--- src/hw/rtl/lbc_pkg.sv ---
// lbc_pkg: shared types, codes and constants of the byte budget lru cache
// no dependencies; imported by every module of the block

package lbc_pkg;

   // configuration and payload widths
   localparam int unsigned DEF_ENTRIES  = 16;
   localparam int unsigned ID_W         = 64;
   localparam int unsigned TYPE_W       = 32;
   localparam int unsigned BYTES_W      = 32;
   localparam int unsigned TOTAL_W      = 38;
   localparam int unsigned COUNT_OUT_W  = 6;
   localparam int unsigned MODE_W       = 3;
   localparam int unsigned STATUS_W     = 2;
   localparam int unsigned CSR_ADDR_W   = 3;
   localparam int unsigned CSR_DATA_W   = 64;

   // request modes
   localparam logic [MODE_W-1:0] MODE_UPLOAD   = 3'd0;
   localparam logic [MODE_W-1:0] MODE_EVICT    = 3'd1;
   localparam logic [MODE_W-1:0] MODE_LOOKUP   = 3'd2;
   localparam logic [MODE_W-1:0] MODE_CONTAINS = 3'd3;
   localparam logic [MODE_W-1:0] MODE_CLEAR    = 3'd4;

   // result status codes
   localparam logic [STATUS_W-1:0] STATUS_OK      = 2'd0;
   localparam logic [STATUS_W-1:0] STATUS_MISS    = 2'd1;
   localparam logic [STATUS_W-1:0] STATUS_INVALID = 2'd2;

   // result kinds
   localparam logic KIND_FINAL  = 1'b0;
   localparam logic KIND_NOTICE = 1'b1;

   // register addresses
   localparam logic [CSR_ADDR_W-1:0] ADDR_BYTE_BUDGET = 3'd0;

   // one table entry as held in the memory
   typedef struct packed {
      logic [ID_W-1:0]    id;
      logic [TYPE_W-1:0]  typ;
      logic [BYTES_W-1:0] bytes;
   } slot_rec_type;

   // controller states
   typedef enum logic [2:0] {
      S_IDLE,
      S_SCAN,
      S_RESOLVE,
      S_EVCHK,
      S_EVRD,
      S_INSERT,
      S_REPLY
   } state_type;

endpackage

--- src/hw/rtl/lbc_store.sv ---
// lbc_store: table memory with one write port and one registered read port, holding id, type and size of each slot
// depends on lbc_pkg for the entry record type

module lbc_store #(
   parameter int unsigned ENTRIES = lbc_pkg::DEF_ENTRIES
) (
   input  logic                         clock,
   input  logic                         wr_en,
   input  logic [$clog2(ENTRIES)-1:0]   wr_addr,
   input  lbc_pkg::slot_rec_type        wr_data,
   input  logic                         rd_en,
   input  logic [$clog2(ENTRIES)-1:0]   rd_addr,
   output lbc_pkg::slot_rec_type        rd_data
);
   import lbc_pkg::*;

   slot_rec_type mem [ENTRIES];
   slot_rec_type rd_data_ff;

   // write port
   always_ff @(posedge clock) begin
      if (wr_en) begin
         mem[wr_addr] <= wr_data;
      end
   end

   // registered read port
   always_ff @(posedge clock) begin
      if (rd_en) begin
         rd_data_ff <= mem[rd_addr];
      end
   end

   assign rd_data = rd_data_ff;

endmodule

--- src/hw/rtl/lbc_csr.sv ---
// lbc_csr: apb style register port holding the byte budget
// depends on lbc_pkg for widths and register addresses

module lbc_csr (
   input  logic                            clock,
   input  logic                            reset,
   input  logic                            csr_psel,
   input  logic                            csr_penable,
   input  logic                            csr_pwrite,
   input  logic [lbc_pkg::CSR_ADDR_W-1:0]  csr_paddr,
   input  logic [lbc_pkg::CSR_DATA_W-1:0]  csr_pwdata,
   output logic [lbc_pkg::CSR_DATA_W-1:0]  csr_prdata,
   output logic                            csr_pready,
   output logic [lbc_pkg::TOTAL_W-1:0]     byte_budget
);
   import lbc_pkg::*;

   logic [TOTAL_W-1:0] budget_ff;
   logic [TOTAL_W-1:0] budget_in;
   logic               wr_hit;

   // write decode
   assign wr_hit = csr_psel && csr_penable && csr_pwrite && (csr_paddr == ADDR_BYTE_BUDGET);

   always_comb begin
      budget_in = budget_ff;
      if (wr_hit) begin
         budget_in = csr_pwdata[TOTAL_W-1:0];
      end
   end

   always_ff @(posedge clock) begin
      if (reset) begin
         budget_ff <= '0;
      end else begin
         budget_ff <= budget_in;
      end
   end

   // read back
   always_comb begin
      csr_prdata = '0;
      if (csr_paddr == ADDR_BYTE_BUDGET) begin
         csr_prdata = {{(CSR_DATA_W-TOTAL_W){1'b0}}, budget_ff};
      end
   end

   assign csr_pready  = 1'b1;
   assign byte_budget = budget_ff;

endmodule

--- src/hw/rtl/byte_budget_lru_cache.sv ---
// byte_budget_lru_cache: top level with the sequencing controller and recency lanes
// depends on lbc_pkg, lbc_store and lbc_csr
//
// Usage
//   req_* carries one item (mode, id, type, size) under valid/ready; rsp_* returns
//   the result items, eviction notices first, then one final answer with last set.
//   csr_* is an apb style port with the byte budget at address 0 (0 = unlimited).
// Timing
//   one item is worked on at a time. id search reads the table memory one slot
//   per cycle and ends early on a match; each eviction of an upload adds the
//   oldest slot check, the read and drop, and the notice. clear and rejected
//   items go straight to the reply. the memory read port is the limit.
// Reset
//   synchronous, active high: table empty, totals zero, budget zero, no result.
// Stalls
//   results sit in an output register; while rsp_ready is low the controller
//   holds before its next result and accepts no item until the final one is out.

module byte_budget_lru_cache #(
   parameter int unsigned ENTRIES = lbc_pkg::DEF_ENTRIES
) (
   input  logic                              clock,
   input  logic                              reset,
   // request channel
   input  logic                              req_valid,
   output logic                              req_ready,
   input  logic [lbc_pkg::MODE_W-1:0]        req_mode,
   input  logic [lbc_pkg::ID_W-1:0]          req_item_id,
   input  logic [lbc_pkg::TYPE_W-1:0]        req_item_type,
   input  logic [lbc_pkg::BYTES_W-1:0]       req_item_bytes,
   // result channel
   output logic                              rsp_valid,
   input  logic                              rsp_ready,
   output logic                              rsp_result_kind,
   output logic [lbc_pkg::STATUS_W-1:0]      rsp_status,
   output logic [lbc_pkg::ID_W-1:0]          rsp_victim_id,
   output logic [lbc_pkg::TYPE_W-1:0]        rsp_found_type,
   output logic [lbc_pkg::BYTES_W-1:0]       rsp_found_bytes,
   output logic [lbc_pkg::COUNT_OUT_W-1:0]   rsp_entry_count,
   output logic [lbc_pkg::TOTAL_W-1:0]       rsp_bytes_held,
   output logic                              rsp_last,
   // configuration port
   input  logic                              csr_psel,
   input  logic                              csr_penable,
   input  logic                              csr_pwrite,
   input  logic [lbc_pkg::CSR_ADDR_W-1:0]    csr_paddr,
   input  logic [lbc_pkg::CSR_DATA_W-1:0]    csr_pwdata,
   output logic [lbc_pkg::CSR_DATA_W-1:0]    csr_prdata,
   output logic                              csr_pready
);
   import lbc_pkg::*;

   localparam int unsigned IW = $clog2(ENTRIES);
   localparam int unsigned RW = $clog2(ENTRIES);
   localparam int unsigned CW = $clog2(ENTRIES + 1);
   localparam logic [IW-1:0] LAST_IDX = IW'(ENTRIES - 1);
   localparam logic [CW-1:0] FULL_CNT = CW'(ENTRIES);

   // controller state
   state_type            state_ff, state_in;
   logic [MODE_W-1:0]    mode_ff, mode_in;
   logic [ID_W-1:0]      id_ff, id_in;
   logic [TYPE_W-1:0]    type_ff, type_in;
   logic [BYTES_W-1:0]   bytes_ff, bytes_in;
   logic [IW-1:0]        scan_ff, scan_in;
   logic [IW-1:0]        cmp_idx_ff, cmp_idx_in;
   logic                 cmp_vld_ff, cmp_vld_in;
   logic                 hit_ff, hit_in;
   logic [IW-1:0]        hit_idx_ff, hit_idx_in;
   logic [TYPE_W-1:0]    hit_type_ff, hit_type_in;
   logic [BYTES_W-1:0]   hit_bytes_ff, hit_bytes_in;
   logic [IW-1:0]        vic_idx_ff, vic_idx_in;

   // pending result
   logic                 rep_kind_ff, rep_kind_in;
   logic [STATUS_W-1:0]  rep_status_ff, rep_status_in;
   logic [ID_W-1:0]      rep_victim_ff, rep_victim_in;
   logic [TYPE_W-1:0]    rep_type_ff, rep_type_in;
   logic [BYTES_W-1:0]   rep_bytes_ff, rep_bytes_in;
   logic                 rep_last_ff, rep_last_in;

   // output register
   logic                 rsp_valid_ff, rsp_valid_in;
   logic                 rsp_kind_ff, rsp_kind_in;
   logic [STATUS_W-1:0]  rsp_status_ff, rsp_status_in;
   logic [ID_W-1:0]      rsp_victim_ff, rsp_victim_in;
   logic [TYPE_W-1:0]    rsp_type_ff, rsp_type_in;
   logic [BYTES_W-1:0]   rsp_bytes_ff, rsp_bytes_in;
   logic [CW-1:0]        rsp_count_ff, rsp_count_in;
   logic [TOTAL_W-1:0]   rsp_total_ff, rsp_total_in;
   logic                 rsp_last_ff, rsp_last_in;

   // table lanes and totals
   logic                 valid_ff [ENTRIES];
   logic                 valid_in [ENTRIES];
   logic [RW-1:0]        rank_ff  [ENTRIES];
   logic [RW-1:0]        rank_in  [ENTRIES];
   logic [CW-1:0]        count_ff, count_in;
   logic [TOTAL_W-1:0]   total_ff, total_in;

   // lane controls
   logic                 drop_en, newest_en, insert_en, clear_en;
   logic [IW-1:0]        sel_idx;
   logic [BYTES_W-1:0]   drop_bytes;
   logic [RW-1:0]        sel_rank;

   // memory side
   logic                 mem_wr_en, mem_rd_en;
   logic [IW-1:0]        mem_rd_addr;
   slot_rec_type         mem_wr_data, mem_rd_data;

   // derived
   logic [TOTAL_W-1:0]   budget;
   logic [IW-1:0]        free_idx, oldest_idx;
   logic                 out_free;
   logic                 id_match;
   logic                 evict_need;
   logic [TOTAL_W:0]     sum_wide;

   lbc_store #(.ENTRIES(ENTRIES)) u_store (
      .clock   (clock),
      .wr_en   (mem_wr_en),
      .wr_addr (free_idx),
      .wr_data (mem_wr_data),
      .rd_en   (mem_rd_en),
      .rd_addr (mem_rd_addr),
      .rd_data (mem_rd_data)
   );

   lbc_csr u_csr (
      .clock       (clock),
      .reset       (reset),
      .csr_psel    (csr_psel),
      .csr_penable (csr_penable),
      .csr_pwrite  (csr_pwrite),
      .csr_paddr   (csr_paddr),
      .csr_pwdata  (csr_pwdata),
      .csr_prdata  (csr_prdata),
      .csr_pready  (csr_pready),
      .byte_budget (budget)
   );

   // first free slot and least recent slot
   always_comb begin
      free_idx   = '0;
      oldest_idx = '0;
      for (int i = ENTRIES - 1; i >= 0; i--) begin
         if (!valid_ff[i]) begin
            free_idx = IW'(i);
         end
      end
      for (int i = 0; i < ENTRIES; i++) begin
         if (valid_ff[i] && (rank_ff[i] == RW'(count_ff - 1'b1))) begin
            oldest_idx = IW'(i);
         end
      end
   end

   // eviction test for an upload
   assign sum_wide   = {1'b0, total_ff} + {{(TOTAL_W + 1 - BYTES_W){1'b0}}, bytes_ff};
   assign evict_need = ((budget != '0) && (count_ff != '0) &&
                        (sum_wide > {1'b0, budget})) || (count_ff == FULL_CNT);

   assign out_free = !rsp_valid_ff || rsp_ready;
   assign id_match = cmp_vld_ff && valid_ff[cmp_idx_ff] && (mem_rd_data.id == id_ff);
   assign sel_rank = rank_ff[sel_idx];

   assign mem_wr_data.id    = id_ff;
   assign mem_wr_data.typ   = type_ff;
   assign mem_wr_data.bytes = bytes_ff;

   // controller: next state and outputs
   always_comb begin
      state_in      = state_ff;
      mode_in       = mode_ff;
      id_in         = id_ff;
      type_in       = type_ff;
      bytes_in      = bytes_ff;
      scan_in       = scan_ff;
      cmp_idx_in    = cmp_idx_ff;
      cmp_vld_in    = 1'b0;
      hit_in        = hit_ff;
      hit_idx_in    = hit_idx_ff;
      hit_type_in   = hit_type_ff;
      hit_bytes_in  = hit_bytes_ff;
      vic_idx_in    = vic_idx_ff;
      rep_kind_in   = rep_kind_ff;
      rep_status_in = rep_status_ff;
      rep_victim_in = rep_victim_ff;
      rep_type_in   = rep_type_ff;
      rep_bytes_in  = rep_bytes_ff;
      rep_last_in   = rep_last_ff;
      rsp_valid_in  = rsp_valid_ff && !rsp_ready;
      rsp_kind_in   = rsp_kind_ff;
      rsp_status_in = rsp_status_ff;
      rsp_victim_in = rsp_victim_ff;
      rsp_type_in   = rsp_type_ff;
      rsp_bytes_in  = rsp_bytes_ff;
      rsp_count_in  = rsp_count_ff;
      rsp_total_in  = rsp_total_ff;
      rsp_last_in   = rsp_last_ff;
      drop_en       = 1'b0;
      newest_en     = 1'b0;
      insert_en     = 1'b0;
      clear_en      = 1'b0;
      sel_idx       = hit_idx_ff;
      drop_bytes    = hit_bytes_ff;
      mem_wr_en     = 1'b0;
      mem_rd_en     = 1'b0;
      mem_rd_addr   = scan_ff;
      req_ready     = 1'b0;

      unique case (state_ff)
         S_IDLE: begin
            req_ready     = 1'b1;
            rep_kind_in   = KIND_FINAL;
            rep_status_in = STATUS_OK;
            rep_victim_in = '0;
            rep_type_in   = '0;
            rep_bytes_in  = '0;
            rep_last_in   = 1'b1;
            if (req_valid) begin
               mode_in  = req_mode;
               id_in    = req_item_id;
               type_in  = req_item_type;
               bytes_in = req_item_bytes;
               scan_in  = '0;
               hit_in   = 1'b0;
               if ((req_mode > MODE_CLEAR) ||
                   ((req_mode == MODE_UPLOAD) && (req_item_bytes == '0))) begin
                  rep_status_in = STATUS_INVALID;
                  state_in      = S_REPLY;
               end else if (req_mode == MODE_CLEAR) begin
                  clear_en = 1'b1;
                  state_in = S_REPLY;
               end else begin
                  state_in = S_SCAN;
               end
            end
         end

         // one slot read per cycle, compared against the id in the next cycle
         S_SCAN: begin
            mem_rd_en   = 1'b1;
            mem_rd_addr = scan_ff;
            cmp_vld_in  = 1'b1;
            cmp_idx_in  = scan_ff;
            if (scan_ff != LAST_IDX) begin
               scan_in = scan_ff + 1'b1;
            end
            if (id_match) begin
               hit_in       = 1'b1;
               hit_idx_in   = cmp_idx_ff;
               hit_type_in  = mem_rd_data.typ;
               hit_bytes_in = mem_rd_data.bytes;
               state_in     = S_RESOLVE;
            end else if (cmp_vld_ff && (cmp_idx_ff == LAST_IDX)) begin
               state_in = S_RESOLVE;
            end
         end

         S_RESOLVE: begin
            sel_idx    = hit_idx_ff;
            drop_bytes = hit_bytes_ff;
            priority case (1'b1)
               (mode_ff == MODE_UPLOAD): begin
                  drop_en  = hit_ff;
                  state_in = S_EVCHK;
               end
               !hit_ff: begin
                  rep_status_in = STATUS_MISS;
                  state_in      = S_REPLY;
               end
               (mode_ff == MODE_EVICT): begin
                  drop_en      = 1'b1;
                  rep_bytes_in = hit_bytes_ff;
                  state_in     = S_REPLY;
               end
               (mode_ff == MODE_LOOKUP): begin
                  newest_en    = 1'b1;
                  rep_type_in  = hit_type_ff;
                  rep_bytes_in = hit_bytes_ff;
                  state_in     = S_REPLY;
               end
               default: begin
                  state_in = S_REPLY;
               end
            endcase
         end

         // evict least recent while over budget or full
         S_EVCHK: begin
            if (evict_need) begin
               mem_rd_en   = 1'b1;
               mem_rd_addr = oldest_idx;
               vic_idx_in  = oldest_idx;
               state_in    = S_EVRD;
            end else begin
               state_in = S_INSERT;
            end
         end

         S_EVRD: begin
            sel_idx       = vic_idx_ff;
            drop_bytes    = mem_rd_data.bytes;
            drop_en       = 1'b1;
            rep_kind_in   = KIND_NOTICE;
            rep_status_in = STATUS_OK;
            rep_victim_in = mem_rd_data.id;
            rep_type_in   = '0;
            rep_bytes_in  = mem_rd_data.bytes;
            rep_last_in   = 1'b0;
            state_in      = S_REPLY;
         end

         S_INSERT: begin
            mem_wr_en     = 1'b1;
            insert_en     = 1'b1;
            rep_kind_in   = KIND_FINAL;
            rep_status_in = STATUS_OK;
            rep_victim_in = '0;
            rep_type_in   = '0;
            rep_bytes_in  = '0;
            rep_last_in   = 1'b1;
            state_in      = S_REPLY;
         end

         // hand the pending result to the output register
         S_REPLY: begin
            if (out_free) begin
               rsp_valid_in  = 1'b1;
               rsp_kind_in   = rep_kind_ff;
               rsp_status_in = rep_status_ff;
               rsp_victim_in = rep_victim_ff;
               rsp_type_in   = rep_type_ff;
               rsp_bytes_in  = rep_bytes_ff;
               rsp_count_in  = count_ff;
               rsp_total_in  = total_ff;
               rsp_last_in   = rep_last_ff;
               state_in      = rep_last_ff ? S_IDLE : S_EVCHK;
            end
         end

         default: begin
            state_in = S_IDLE;
         end
      endcase
   end

   // recency lanes, valid bits and totals
   always_comb begin
      count_in = count_ff;
      total_in = total_ff;
      for (int i = 0; i < ENTRIES; i++) begin
         valid_in[i] = valid_ff[i];
         rank_in[i]  = rank_ff[i];
         if (clear_en) begin
            valid_in[i] = 1'b0;
         end else if (drop_en) begin
            if (valid_ff[i] && (rank_ff[i] > sel_rank)) begin
               rank_in[i] = rank_ff[i] - 1'b1;
            end
            if (IW'(i) == sel_idx) begin
               valid_in[i] = 1'b0;
            end
         end else if (newest_en) begin
            if (IW'(i) == sel_idx) begin
               rank_in[i] = '0;
            end else if (valid_ff[i] && (rank_ff[i] < sel_rank)) begin
               rank_in[i] = rank_ff[i] + 1'b1;
            end
         end else if (insert_en) begin
            if (IW'(i) == free_idx) begin
               valid_in[i] = 1'b1;
               rank_in[i]  = '0;
            end else if (valid_ff[i]) begin
               rank_in[i] = rank_ff[i] + 1'b1;
            end
         end
      end
      if (clear_en) begin
         count_in = '0;
         total_in = '0;
      end else if (drop_en) begin
         total_in = total_ff - {{(TOTAL_W - BYTES_W){1'b0}}, drop_bytes};
         if (count_ff != '0) begin
            count_in = count_ff - 1'b1;
         end
      end else if (insert_en) begin
         count_in = count_ff + 1'b1;
         total_in = total_ff + {{(TOTAL_W - BYTES_W){1'b0}}, bytes_ff};
      end
   end

   // control registers
   always_ff @(posedge clock) begin
      if (reset) begin
         state_ff     <= S_IDLE;
         rsp_valid_ff <= 1'b0;
         cmp_vld_ff   <= 1'b0;
         count_ff     <= '0;
         total_ff     <= '0;
         for (int i = 0; i < ENTRIES; i++) begin
            valid_ff[i] <= 1'b0;
         end
      end else begin
         state_ff     <= state_in;
         rsp_valid_ff <= rsp_valid_in;
         cmp_vld_ff   <= cmp_vld_in;
         count_ff     <= count_in;
         total_ff     <= total_in;
         for (int i = 0; i < ENTRIES; i++) begin
            valid_ff[i] <= valid_in[i];
         end
      end
   end

   // payload registers
   always_ff @(posedge clock) begin
      mode_ff       <= mode_in;
      id_ff         <= id_in;
      type_ff       <= type_in;
      bytes_ff      <= bytes_in;
      scan_ff       <= scan_in;
      cmp_idx_ff    <= cmp_idx_in;
      hit_ff        <= hit_in;
      hit_idx_ff    <= hit_idx_in;
      hit_type_ff   <= hit_type_in;
      hit_bytes_ff  <= hit_bytes_in;
      vic_idx_ff    <= vic_idx_in;
      rep_kind_ff   <= rep_kind_in;
      rep_status_ff <= rep_status_in;
      rep_victim_ff <= rep_victim_in;
      rep_type_ff   <= rep_type_in;
      rep_bytes_ff  <= rep_bytes_in;
      rep_last_ff   <= rep_last_in;
      rsp_kind_ff   <= rsp_kind_in;
      rsp_status_ff <= rsp_status_in;
      rsp_victim_ff <= rsp_victim_in;
      rsp_type_ff   <= rsp_type_in;
      rsp_bytes_ff  <= rsp_bytes_in;
      rsp_count_ff  <= rsp_count_in;
      rsp_total_ff  <= rsp_total_in;
      rsp_last_ff   <= rsp_last_in;
      for (int i = 0; i < ENTRIES; i++) begin
         rank_ff[i] <= rank_in[i];
      end
   end

   // result ports
   assign rsp_valid       = rsp_valid_ff;
   assign rsp_result_kind = rsp_kind_ff;
   assign rsp_status      = rsp_status_ff;
   assign rsp_victim_id   = rsp_victim_ff;
   assign rsp_found_type  = rsp_type_ff;
   assign rsp_found_bytes = rsp_bytes_ff;
   assign rsp_entry_count = {{(COUNT_OUT_W - CW){1'b0}}, rsp_count_ff};
   assign rsp_bytes_held  = rsp_total_ff;
   assign rsp_last        = rsp_last_ff;

endmodule

--- config.mk ---
export PLATFORM = sky130hd
export DESIGN_NAME = byte_budget_lru_cache
export DESIGN_NICKNAME = d
export VERILOG_FILES = /design/src/hw/rtl/lbc_pkg.sv /design/src/hw/rtl/lbc_store.sv /design/src/hw/rtl/lbc_csr.sv /design/src/hw/rtl/byte_budget_lru_cache.sv
export SDC_FILE = /design/constraint.sdc
export NUM_CORES = 2
export LEC_CHECK = 0
export BUFFER_PORTS_ARGS = -buffer_cell sky130_fd_sc_hd__clkbuf_2
export CAP_MARGIN = 20
export CORE_ASPECT_RATIO = 0.8
export CORE_UTILIZATION = 50
export DETAILED_ROUTE_END_ITERATION = 10
export HOLD_SLACK_MARGIN = 0.1
export PLACE_DENSITY = 0.69
export SLEW_MARGIN = 15
export SYNTH_ARGS = -nofsm -noshare
export SYNTH_HDL_FRONTEND = slang
export SYNTH_SLANG_ARGS = --single-unit
--- constraint.sdc ---
create_clock -name clock -period 11 [get_ports clock]
set_clock_uncertainty 0.15 [all_clocks]
set_input_delay 2.2 -clock clock [delete_from_list [all_inputs] [get_ports clock]]
set_output_delay 2.2 -clock clock [all_outputs]
set_load 0.02 [all_outputs]
# Word level (Yosys, flattened, before mapping)
# Memories as Yosys holds them, arrays and structs flattened. A register that Yosys moved wholly into a read port is not among the register bits.
# Index checks and enable logic that the tools add are counted.
# op_classes
multipliers	0
shift	0
n_addsub	38
eq_ne	70
order_cmp	34
reduce_logical	92
div_mod_pow	0
bitwise	16
n_mux	357
# ops
cell	count
4-bit 2-to-1 mux	178
32-bit 2-to-1 mux	9
1-bit 2-to-1 mux	139
64-bit case mux with 2 select lines	1
38-bit 2-to-1 mux	3
32-bit case mux with 3 select lines	1
4-bit by 1-bit adder with 4-bit output (second input constant)	17
4-bit equality test (first input constant)	16
64-bit equality test	1
4-bit greater-than comparator	16
4-bit < comparator	16
32-bit case mux with 2 select lines	1
4-bit by 1-bit subtractor with 4-bit output (second input constant)	16
4-bit equality test	15
1-bit logical AND	57
38-bit by 32-bit adder with 39-bit output	1
39-bit by 38-bit greater-than comparator with 1-bit output	1
38-bit by 32-bit adder with 38-bit output	1
38-bit nonzero test	1
38-bit by 32-bit subtractor with 38-bit output	1
3-bit by 4-bit equality test with 1-bit output (first input constant)	8
32-bit logical NOT	1
3-bit 2-to-1 mux	7
2-bit != test (second input constant)	9
33 further kinds	91
# totals
memories	3
ram_bits	2128
output_inout_bits	243
regBits	605
latch_bits	0
romBits	0
# mem_list
name	depth	word_bits	rd	rd_ports_with_merged_regs	wr	line	text
u_store.mem	16	128	1	1	1	lbc_store.sv:17	slot_rec_type mem [ENTRIES];
rank_ff	16	4	17	0	16	byte_budget_lru_cache.sv:96	logic [RW-1:0] rank_ff [ENTRIES];
valid_ff	16	1	17	1	16	byte_budget_lru_cache.sv:94	logic valid_ff [ENTRIES];

# Logic depth before layout (Yosys ltp)
# An unclocked memory read counts as a cell.
# depth
ltp_word	24
mapped_depth	33

# By module
# From an unflattened synthesis, not the netlist that was laid out.
# hier_totals
cells_unflattened	6731
hier_area_um2	117167.4
# modules_own_cells
mod	cells_per_inst	instances	area_per_inst_um2
lbc_store	3365	1	80612.3
byte_budget_lru_cache	3128	1	34351.7
lbc_csr	238	1	2203.4

# Worst setup path after synthesis
# No wires, ideal clock.
# synth_timing
path_type	input to register
from	input port rsp_ready
to	register rsp_total_ff[0] (netlist: rsp_bytes_held[0]) (enable)
path_slack_ps	97
cell_stages	2
t_arrival_ps	10021
setup_ps	732
required_time_ps	10118
path_cell_list	nand2b_1 nor2b_1
# synth_between
elab_chain_len	2
# synth_lines
item	line	text
start: declaration	byte_budget_lru_cache.sv:33	input logic rsp_ready,
1-bit logical OR	byte_budget_lru_cache.sv:164	assign out_free = !rsp_valid_ff || rsp_ready;
2-bit AND reduction (no line)	n/a	
end signal: assignment	byte_budget_lru_cache.sv:443	rsp_total_ff <= rsp_total_in;
end: declaration	byte_budget_lru_cache.sv:90	logic [TOTAL_W-1:0] rsp_total_ff, rsp_total_in;
# No other way between the ends.
# A chain may end at the register's enable or synchronous reset.

# Worst setup path in the final report
# layout_timing
from	register bytes_ff[0]
to	register u_store.rd_data[24] (netlist name)
# layout_between
elab_chain_len	6
word_cells_on_any_way	8
# layout_lines
item	line	text
start: declaration	byte_budget_lru_cache.sv:64	logic [BYTES_W-1:0] bytes_ff, bytes_in;
start signal: assignment	byte_budget_lru_cache.sv:423	bytes_ff <= bytes_in;
38-bit by 32-bit adder with 39-bit output (*)	byte_budget_lru_cache.sv:160	assign sum_wide = {1'b0, total_ff} + {{(TOTAL_W + 1 - BYTES_W){1'b0}}, bytes_ff};
39-bit by 38-bit greater-than comparator with 1-bit output (*)	byte_budget_lru_cache.sv:162	(sum_wide > {1'b0, budget})) || (count_ff == FULL_CNT);
1-bit logical AND (*)	byte_budget_lru_cache.sv:161	assign evict_need = ((budget != '0) && (count_ff != '0) &&
1-bit logical OR (*)	byte_budget_lru_cache.sv:162	
1-bit 2-to-1 mux or 4-bit 2-to-1 mux (tied branches)	byte_budget_lru_cache.sv:293	if (evict_need) begin
1-bit case mux with 2 select lines or 4-bit 2-to-1 mux (tied branches)	byte_budget_lru_cache.sv:213	unique case (state_ff)
# Mark *: on every way between the ends. The rest lies on a longest branch, timed or not.

==> summary.txt <==
Outcome
  – Status: completed

Yosys
  – Post-synth EDFFs: between 2,000 and 3,000
  – Mux share of post-synthesis cell area: under 10%
  – Post-Synthesis Cells: around 7,600
  – Avg Cell Area, Syn: roughly 16 sq um
  – Post-synth top area cell: edfxtp_1
  – FFs w/ async S/R, synth: 0%
  – Cell Area, Synth: about 120,000 sq um
  – Synth Area in Adders: approximately 2.2%
  – Yosys warns: 0
  – Xor and xnor area share after synthesis: between 1.5 and 2%
  – Main combinational cell family by area after synthesis: compound AO/OA/AOI/OAI gates
  – Post-synthesis sequential area ratio: 71.3%
  – Top cell type's share of synthesized area: a little over two thirds
  – Yosys cell types: 96
  – Synth Area in Compound Gates: 8.72%
  – Top post-synthesis cells by area: edfxtp_1, mux4_2, a211oi_1
  – Synth Flop Type: edfxtp_1
  – Simple-Gate Fraction of Synth Area: 6.82%
  – Yosys reg bits: 2,865

Route
  – Initial DRC Count: about 10,000
  – Vias post-DR: around 72,000
  – Final WL: 337 mm
  – DR pass1 iterations: 10
  – Post-route antenna net violation count: 0
  – Routed len/inst: around 30 um
  – Vias per cell: ~6.4
  – DR DRC count: 0

Cells and area
  – FF+latch area: ~85,000 sq um
  – Area grow syn2layout: 12.3%
  – Nets: about 8,500
  – Fin cells: 11,400
  – Final core utilization: 56.8%
  – Area of the multi-input gates: ~32,000 sq um
  – Filler cell count: between 15,000 and 20,000
  – Share of layout cells above drive strength 1: between 10% and 20%

CTS
  – Max Buffers Root-to-Sink: 4
  – CTS Sinks: about 2,900
  – Latest clock arrival within the worst-skew pair: about 0.88 ns
  – Htree depth: 5
  – TritonCTS clock tree: yes
  – Clock buffer count from CTS: approximately 280
  – # resized after CTS: 0
  – Setup Fix Bufs, Post-CTS: 0
  – Clk root buf: clkbuf_16
  – CTS Hold Bufs: 0
  – CTS clk-pin slew, worst paths: about 0.060 ns

Floorplanning
  – IO Pins: about 450
  – Die area: ~240,000 sq um
  – Die width: ~550 um
  – Core footprint: 236,000 sq um
  – Initial core utilization: 50.5%
  – Rows: roughly 160
  – Die Ht: approximately 440 um

Worst setup path
  – Crit-path max FO: 21
  – Critical Path RT: between 10 and 15 ns
  – Slowest cell on the critical path: nor2_1
  – CP Buf/Inv Count: 4
  – Critical path arrival: just under 10 ns
  – Worst Setup End Kind: flip-flop
  – Setup CP Type: flip-flop to flip-flop
  – Cell mode on critical path: a21oi_1
  – CP peak stage delay: approximately 0.97 ns
  – CP delay by family, top: compound AO/OA/AOI/OAI gates
  – Crit path launch type: flip-flop

STA
  – Fmax achieved: 106 MHz
  – Setup WS post-layout: 1.58 ns
  – Final setup fails: 0
  – Minimum clock period: around 9.4 ns
  – Slew @ Worst Pin: approximately 1.2 ns
  – Tcrit/Tclk final: 85.7%
  – Slew HR: approximately a fifth
  – RSZ-0062 raised after global routing: no
  – Setup_tns: 0 ns
  – Final hold vios: 0
  – Max-slew violations: 0

Global routing
  – Overflow after GRT: 0
  – GR Util All Layers: 27.5%
  – First-pass GRT wire length: about 480 mm
  – Initial antenna violation count: 15
  – Largest net degree at the start of global routing: approximately 190
  – Vias in the first global route: ~69,000

Placement
  – RD Place Congestion: about 0.95
  – DP HPWL: 193 mm
  – # placed instances: ~11,000
  – Place WS: around 1.8 ns
  – Port bufs: 393

Pwr
  – Comb power frac: approximately 30%
  – Pint: around 23 mW
  – P_sw: 11.8 mW
  – Seq pwr share: 43.2%
  – Clock Power Share: a little over a quarter
  – VDD IR max: 0.000282 V
  – Lkg Pwr: ~46 nW
  – Sw Share: 34.0%
  – Power Density: between 200 and 300 nW/um^2

Min path
  – Hold Crit Class: flip-flop to flip-flop

Run
  – Max-Cap Viols: 0
-- flip-flops by register name, indices dropped and copies added (netlist names), 32 cells and up, named ones only --
name               flops
id_ff                 64
rsp_found_type        32
rsp_found_bytes       32
u_csr.byte_budget     38
hit_bytes_ff          32
rank_ff               64
rep_victim_ff         64
rsp_bytes_held        38
rsp_victim_id         64
rep_bytes_ff          32
total_ff              38
bytes_ff              32
u_store.rd_data      128
u_store.mem         2048
rep_type_ff           32
hit_type_ff           32
type_ff               32
-- worst register-to-register path, delay by kind of cell, from the launching register on --
| kind | cells | cell delay, ns |
|---|---|---|
| compound gates | 14 | 3.52 |
| fa+ha+maj | 3 | 1.03 |
| buf+inv | 4 | 0.77 |
| flops | 1 | 0.94 |
| mux | 1 | 0.63 |
| simple gates | 8 | 2.16 |
-- cells in the final DEF, fill, tap and decap left out, types with 44 or more instances in the layout --
cell and n:
a2111oi_0 104, a211oi_1 371, a21oi_1 347, a222oi_1 50
a22oi_1 44, and2_1 143, and3_1 336, buf_4 142
clkbuf_1 54, clkbuf_16 288, clkbuf_2 394, clkinv_1 59
dfxtp_1 106, edfxtp_1 2759, ha_1 207, inv_1 156
mux2_2 199, mux2i_1 190, mux4_2 164, nand2_1 545
nand3_1 127, nor2_1 176, nor3_1 59, nor4_1 54
o21ai_0 222, xnor2_1 108, xor2_1 88
-- layer usage --
| layer | part of all wire [%] | track usage (%) | vias up |
|---|---|---|---|
| li1 | - | - | 30900 |
| met3 | 11 | 4.56 | 663 |
| met5 | 0.011 | 0 | - |
| met1 | 40 | 39.0 | 36400 |
| met4 | 4.1 | 10.7 | 4 |
| met2 | 46 | 42.9 | 4488 |
-- Yosys cell counts (88+ instances only) --
library cell  instances
o21ai_0             224
and2_1              144
ha_1                207
a21oi_1             349
nor2_1              187
a2111oi_0           104
clkbuf_1            314
edfxtp_1           2759
xor2_1               88
nand2_1             546
inv_1               172
and3_1              336
dfxtp_1             106
mux4_2              164
a211oi_1            372
nand3_1             127
mux2i_1             197
mux2_2              203
xnor2_1             108
-- path summary, 6_finish.rpt --
| path | start | to | slack [ns] | depth (start not counted) |
|---|---|---|---|---|
| worst max-delay path | bytes_ff[0] | u_store.rd_data[24] | 1.58 | 30 |
| worst min-delay path | rep_victim_ff[48] | rsp_victim_id[48] | 0.26 | 0 |
| worst max register to register | bytes_ff[0] | u_store.rd_data[24] | 1.58 | 30 |
| worst min register to register | rep_victim_ff[48] | rsp_victim_id[48] | 0.26 | 0 |
-- layout make-up --
type                            count  area share [%]
Timing Repair Buffer              571            2.78
Clock inverter                    146           0.999
Sequential cell                  2865            63.5
Inverter                          174           0.548
Tap cell                         3139            2.94
Clock buffer                      343            5.55
Antenna cell                        5         0.00935
Multi-Input combinational cell   4145            23.7
-- power by group through the flow --
stage / combinational [mW] / clock (mW) / sequential (mW)
after floorplan: 6.66 / 0 / 14.8
after global placement: 9.97 / 0 / 15.1
after detailed placement: 10.1 / 0 / 15.2
after CTS: 10.2 / 9.47 / 15.0
after global routing: 11.0 / 9.89 / 15.1
final: 10.3 / 9.38 / 15.0
-- stage by stage --
stage               hold WS (ns)  area, sq um  power, mW
finish                     0.261       134000       34.7
global route               0.266       134000       36.0
CTS                        0.261       134000       34.7
detailed placement         0.255       125000       25.3
global placement           0.254       125000       25.1
floorplan                  0.250       119000       21.4
-- logic make-up (layout without fill, tap and decap cells) --
kind of cell | Yosys count | after routing
other | 2 | 33
adders and majority gates | 209 | 209
and+or+nand+nor | 1614 | 1614
xor gates and xnor gates | 207 | 207
muxes | 580 | 580
AOI/OAI and AO/OA | 1507 | 1507
buffers and inverters | 650 | 1234
DFF | 2865 | 2865
(Power assumes the default switching activity.)
